==> src/hdl/slc_pkg.sv <==
// Shared types and codes of the survey line chaining block.
package slc_pkg;

  localparam int FIELD_W = 32;

  // Chaining mode codes; the spare code behaves as horizontal chaining.
  typedef enum logic [1:0] {
    MODE_HORIZONTAL = 2'd0,
    MODE_SLOPE      = 2'd1,
    MODE_NOCHAIN    = 2'd2
  } chain_mode_t;

  // Which difference goes through the squarer.
  typedef enum logic [1:0] {
    SQ_DY   = 2'd0,
    SQ_DXZ  = 2'd1,
    SQ_DIST = 2'd2
  } sq_sel_t;

  typedef enum logic [2:0] {
    ST_IDLE,
    ST_SQ_Y,
    ST_SQ_2,
    ST_SQ_D,
    ST_ROOT_INIT,
    ST_ROOT,
    ST_FINISH
  } slc_state_t;

  typedef struct packed {
    logic                        first_station;
    logic signed [FIELD_W-1:0]   incr_distance;
    logic signed [FIELD_W-1:0]   x_location;
    logic signed [FIELD_W-1:0]   y_location;
    logic signed [FIELD_W-1:0]   elevation;
    logic                        dist_present;
    logic                        x_present;
    logic                        y_present;
    logic                        elev_present;
  } in_item_t;

  typedef struct packed {
    logic signed [FIELD_W-1:0]   result_value;
    logic                        result_present;
    logic                        saturated;
  } out_item_t;

  typedef struct packed {
    logic    load;
    logic    sq_en;
    sq_sel_t sq_sel;
    logic    acc_init;
    logic    acc_sub;
    logic    root_init;
    logic    root_step;
    logic    commit;
  } slc_cmd_t;

  typedef struct packed {
    logic nochain;
    logic slope;
    logic math_ok;
    logic rad_neg;
  } slc_status_t;

endpackage

==> src/hdl/slc_ctrl.sv <==
// Sequencer of the survey line chaining block: squaring steps, root loop, commit.
module slc_ctrl #(
  parameter int ROOT_W = 33
) (
  input  logic                clk,
  input  logic                rst,
  input  logic                in_valid,
  output logic                in_ready,
  output logic                out_valid,
  input  logic                out_ready,
  input  slc_pkg::slc_status_t status,
  output slc_pkg::slc_cmd_t   cmd
);
  import slc_pkg::*;

  localparam int CNT_W = $clog2(ROOT_W);

  slc_state_t       state, state_next;
  logic [CNT_W-1:0] cnt;
  logic             root_last;
  logic             out_free;

  assign root_last = (cnt == CNT_W'(ROOT_W - 1));
  assign out_free  = !out_valid || out_ready;

  always_ff @(posedge clk) begin
    if (rst) begin
      state <= ST_IDLE;
    end else begin
      state <= state_next;
    end
  end

  always_ff @(posedge clk) begin
    if (rst) begin
      cnt <= '0;
    end else if (cmd.root_init) begin
      cnt <= '0;
    end else if (cmd.root_step) begin
      cnt <= cnt + CNT_W'(1);
    end
  end

  always_ff @(posedge clk) begin
    if (rst) begin
      out_valid <= 1'b0;
    end else if (cmd.commit) begin
      out_valid <= 1'b1;
    end else if (out_ready) begin
      out_valid <= 1'b0;
    end
  end

  always_comb begin
    state_next = state;
    unique case (state)
      ST_IDLE: begin
        if (in_valid) state_next = ST_SQ_Y;
      end
      ST_SQ_Y: begin
        if (!status.math_ok) begin
          state_next = ST_FINISH;
        end else if (status.nochain || status.slope) begin
          state_next = ST_SQ_2;
        end else begin
          state_next = ST_SQ_D;
        end
      end
      ST_SQ_2: begin
        state_next = status.nochain ? ST_ROOT_INIT : ST_SQ_D;
      end
      ST_SQ_D: begin
        state_next = ST_ROOT_INIT;
      end
      ST_ROOT_INIT: begin
        state_next = status.rad_neg ? ST_FINISH : ST_ROOT;
      end
      ST_ROOT: begin
        if (root_last) state_next = ST_FINISH;
      end
      ST_FINISH: begin
        if (out_free) state_next = ST_IDLE;
      end
      default: state_next = ST_IDLE;
    endcase
  end

  always_comb begin
    cmd      = '0;
    in_ready = 1'b0;
    unique case (state)
      ST_IDLE: begin
        in_ready = 1'b1;
        cmd.load = in_valid;
      end
      ST_SQ_Y: begin
        cmd.sq_en    = status.math_ok;
        cmd.sq_sel   = SQ_DY;
        cmd.acc_init = 1'b1;
        cmd.acc_sub  = !status.nochain;
      end
      ST_SQ_2: begin
        cmd.sq_en   = 1'b1;
        cmd.sq_sel  = SQ_DXZ;
        cmd.acc_sub = !status.nochain;
      end
      ST_SQ_D: begin
        cmd.sq_en  = 1'b1;
        cmd.sq_sel = SQ_DIST;
      end
      ST_ROOT_INIT: begin
        cmd.root_init = 1'b1;
      end
      ST_ROOT: begin
        cmd.root_step = 1'b1;
      end
      ST_FINISH: begin
        cmd.commit = out_free;
      end
      default: cmd = '0;
    endcase
  end

endmodule

==> config.mk <==
export PLATFORM = sky130hd
export DESIGN_NAME = slc_ctrl
export DESIGN_NICKNAME = d
export VERILOG_FILES = /design/src/hdl/slc_pkg.sv /design/src/hdl/slc_ctrl.sv
export SDC_FILE = /design/constraint.sdc
export NUM_CORES = 1
export LEC_CHECK = 0
export ABC_CLOCK_PERIOD_IN_PS = 2400
export BUFFER_PORTS_ARGS = -buffer_cell sky130_fd_sc_hd__buf_2
export CAP_MARGIN = 20
export CORE_ASPECT_RATIO = 0.8
export CORE_MARGIN = 2
export CORE_UTILIZATION = 30
export CTS_CLUSTER_SIZE = 28
export DETAILED_ROUTE_END_ITERATION = 12
export HOLD_SLACK_MARGIN = 0.06
export PLACE_DENSITY_LB_ADDON = 0.12
export SLEW_MARGIN = 20
export SYNTH_ARGS = -nofsm -noshare
export SYNTH_HDL_FRONTEND = slang
export SYNTH_SLANG_ARGS = --single-unit
==> constraint.sdc <==
create_clock -name clk -period 2.4 [get_ports clk]
set_clock_uncertainty 0.1 [all_clocks]
set_input_delay 0.36 -clock clk [delete_from_list [all_inputs] [get_ports clk]]
set_output_delay 0.36 -clock clk [all_outputs]
set_load 0.005 [all_outputs]
### Word-level counts from Yosys, hierarchy flattened

Index checks and enable logic that the tools add are counted.
W data, S select, Z words.

| storage, ports and cells | value |
|---|---|
| word-level logic and storage cells | 41 |
| bits in writable memories | 0 |
| bits in latches | 0 |
| input bits | 8 |
| register bits after elaboration | 10 |
| memory bits (read-only) | 0 |
| memories | 0 |
| output and inout bits | 11 |

| cells by class | value |
|---|---|
| multipliers | 0 |
| shift-type cells | 0 |
| eq/ne operators | 10 |
| bitwise gates (word level) | 0 |
| add/subtract/negate cells | 1 |
| divide/modulo/power cells | 0 |
| magnitude comparators | 0 |
| reductions and logical operators | 9 |
| mux-type cells | 18 |

Operators by type and width:

| operator | count |
|---|---|
| $pmux W3 S7 | 1 |
| $mux W3 | 5 |
| $mux W1 | 10 |
| $eq A3 B3 Y1 const B | 3 |
| $pmux W3 S3 | 1 |
| $add A6 B1 Y6 const B | 1 |
| $eq A3 B2 Y1 const B | 2 |
| $eq A6 B6 Y1 const B | 1 |
| $ne A2 B2 Y1 const B | 3 |
| $reduce_or A2 Y1 | 2 |
| $eq A3 B1 Y1 const B | 1 |
| $logic_not A3 Y1 | 1 |
| $reduce_and A3 Y1 | 1 |
| $logic_not A1 Y1 | 2 |
| $logic_or A1 B1 Y1 | 2 |
| $mux W2 | 1 |
| $reduce_bool A2 Y1 | 1 |

### Longest topological paths before layout

| depth | value |
|---|---|
| depth after elaboration | 4 |
| depth in mapped cells | 6 |
| depth with buffers taken out | 6 |

### Worst setup path after synthesis

No wires, ideal clock.

| timing path | value |
|---|---|
| kind | register -> output |
| start point | reg state[0] |
| end point | out cmd[3] (netlist bit) |
| stages on the path, launching flop included | 6 |
| data arrival time | 991 ps |
| buffers on the path | 1 |
| setup slack | 949 ps |
| data required time | 1,940 ps |
| path through | dfxtp_1 -> buf_4 -> inv_1 -> nor3_1 -> nor2_1 -> nor2_1 |

RTL lines:

| what | line | RTL |
|---|---|---|
| start, declared | slc_ctrl.sv:18 | `slc_state_t state, state_next;` |
| start signal, assigned | slc_ctrl.sv:30 | `state <= state_next;` |
| end, declared | slc_ctrl.sv:12 | `output slc_pkg::slc_cmd_t cmd` |

==> impl_metrics.env <==
export IMPL_status="finished clean"
export IMPL_nets=101
export IMPL_grt_pass1_wl_um=2060
export IMPL_cts_resized=0
export IMPL_crit_type="reg -> out"
export IMPL_hold_viol=0
export IMPL_grt_antenna_before_repair=0
export IMPL_synth_edf_count=0
export IMPL_ys_types=31
export IMPL_met1_length_um=637
export IMPL_highest_signal_layer="met4"
export IMPL_totalWireLength_um=1210
export IMPL_grt_max_degree=16
export IMPL_coreArea_um2=1860
export IMPL_vias_per_cell=4.66
export IMPL_sw_frac_of_total_pct=38.5
export IMPL_cp_end_kind="output port"
export IMPL_cts_root_buf="clkbuf_4"
export IMPL_hold_buffers=0
export IMPL_power_leakage_nw=0.319
export IMPL_first_pass_iters=3
export IMPL_internal_power_mw=0.362
export IMPL_pwr_share_clk_pct=19.7
export IMPL_cts_setup_buffers=0
export IMPL_p_comb_share_pct=38.2
export IMPL_dieHeight_um=43.4
export IMPL_diodes=0
export IMPL_dr_wl_met3_um=77
export IMPL_syn_to_final_growth_pct=19.7
export IMPL_seqPwrFrac_pct=42.1
export IMPL_synth_warning_count=0
export IMPL_netlist_area_leader_share_pct=34.3
export IMPL_finalSetupViolCount=0
export IMPL_drtIter0Drc=6
export IMPL_syn_area_per_cell_um2=7.99
export IMPL_dr_wl_met2_um=489
export IMPL_core_rowCount=14
export IMPL_power_density_nw_per_um2=843
export IMPL_tns_ns=0
export IMPL_cts_path_max_buffers=2
export IMPL_fin_crit_ns=1.96
export IMPL_synthCells=73
export IMPL_syn_num_nets=83
export IMPL_fmax_ghz=0.511
export IMPL_synth_area_um2=583
export IMPL_portBuffers=18
export IMPL_power_total_mw=0.588
export IMPL_place_gp_congestion=0.699
export IMPL_yosysMostFrequentCell="nor2_1"
export IMPL_start_util_pct=31.4
export IMPL_cts_tree="built"
export IMPL_grt_pass1_vias=452
export IMPL_num_vias=527
export IMPL_routedWlPerCell_um=10.7
export IMPL_synth_async_reset_ratio_pct=0
export IMPL_report_final_slew_viol_count=0
export IMPL_crit_path_start_kind="flip-flop"
export IMPL_synth_main_ff_cell="dfxtp_1"
export IMPL_yosys_top_cells_count="nor2_1 (12), dfxtp_1 (10), a21oi_1 (6)"
export IMPL_grt_ovfl_total=0
export IMPL_grt_setup_unrepaired="false"
export IMPL_clk_pin_slew_ns=0.06
export IMPL_finalCritPeriodShare_pct=81.6
export IMPL_dieWidth_um=53.3
export IMPL_synth_area_leader_cell="dfxtp_1"
export IMPL_crit_required_ns=1.94
export IMPL_dieArea_um2=2310
export IMPL_drc=0
export IMPL_worst_pin_slew_ns=0.437
export IMPL_p_switching_mw=0.227
export IMPL_vdd_drop_max_v=0.000415
export IMPL_yosys_top_cells_area="dfxtp_1 (34%), nor2_1 (7.7%), a21oi_1 (5.2%), xor2_1 (4.5%), ha_1 (4.3%)"
export IMPL_worstPathArrival_ns=1.50
export IMPL_grtUsageTotal_pct=12.5
export IMPL_worst_path_max_fanout=10
export IMPL_clk_latency_ns=0.27
export IMPL_ys_seq_area_share_pct=34.3
export IMPL_clock_sinks=10
export IMPL_max_cap_violations=0
export IMPL_ios=19
export IMPL_h_tree_depth=1
export IMPL_cts_made_buffers=3
export IMPL_ant_nets=0
export IMPL_dp_hpwl_um=894
export IMPL_slew_limit_headroom_pct=70.5
export IMPL_hp_class="in -> reg"
export IMPL_drive_gt1_share_pct=28.1
export IMPL_ys_seq_elements=10
[power by group through the flow]
stage / Combinational (mW) / Clock (mW) / Sequential, mW
final: 0.225 / 0.116 / 0.248
after global placement: 0.231 / 0 / 0.250
after floorplan: 0.200 / 0 / 0.205
after detailed placement: 0.227 / 0 / 0.250
after global routing: 0.253 / 0.131 / 0.257
after CTS: 0.228 / 0.122 / 0.246
[final timing paths]
kind / startpoint / to / slack (ns) / cells after the start
min: rst / out_valid$_SDFFE_PP0P_ / 0.22 / 2
max: state[0]$_SDFFE_PP0P_ / cmd[3] / 0.44 / 5
max reg2reg: cnt[0]$_SDFFE_PP0P_ / state[1]$_SDFFE_PP0P_ / 0.86 / 6
min reg2reg: cnt[4]$_SDFFE_PP0P_ / cnt[4]$_SDFFE_PP0P_ / 0.45 / 2
[state kept, by name, summed over array words and instances, names as in the netlist]
name / count
cnt: 6
state: 3
out_valid: 1
[metal layers]
| metal | vias to the layer above | global-route usage [%] |
|---|---|---|
| li1 | 284 | - |
| met5 | - | 0 |
| met1 | 232 | 16.7 |
| met2 | 9 | 16.3 |
| met3 | 2 | 7.59 |
| met4 | 0 | 4.62 |
[kinds of logic after synthesis]
family	Yosys count	synth area share [%]
and+or+nand+nor	32	29.6
buffers and inverters	9	7.29
adders and majority gates	2	4.29
DFF	10	34.3
AOI/OAI and AO/OA	15	17.0
xor gates and xnor gates	5	7.51
[cells in the final DEF, fill, tap and decap left out, types with 3 or more instances in the layout]
master    instances
clkbuf_4          3
buf_2            18
nor2_1           12
nor3_1            3
xor2_1            3
dfxtp_1          10
a21oi_1           6
inv_1             4
nor3b_1           3
[worst max-delay path, cell delays in order, from the launching register on]
cell	delay, ns
dfxtp_1	0.51
inv_1	0.15
nor3_1	0.30
nor2_1	0.09
nor2_1	0.08
buf_2	0.11
[cell type report]
| type | instances | area, um^2 |
|---|---|---|
| Fill cell | 208 | 1160 |
| Multi-Input combinational cell | 54 | 340 |
| Clock buffer | 3 | 22.5 |
| Tap cell | 24 | 30.0 |
| Inverter | 4 | 15.0 |
| Sequential cell | 10 | 200 |
| Timing Repair Buffer | 18 | 90.1 |
[metrics by stage]
stage                     util [%]  std cells  worst slack, ns  hold slack [ns]  instance area, um^2
after detailed placement      36.4        110            0.735            0.423                  676
after global placement        36.4        110            0.764            0.430                  676
after CTS                     37.6        113            0.435            0.217                  698
after global routing          37.6        113            0.265            0.222                  698
final                         37.6        113            0.441            0.225                  698
after floorplan                  -         73            0.949            0.329                  583
(Power assumes the default switching activity.)
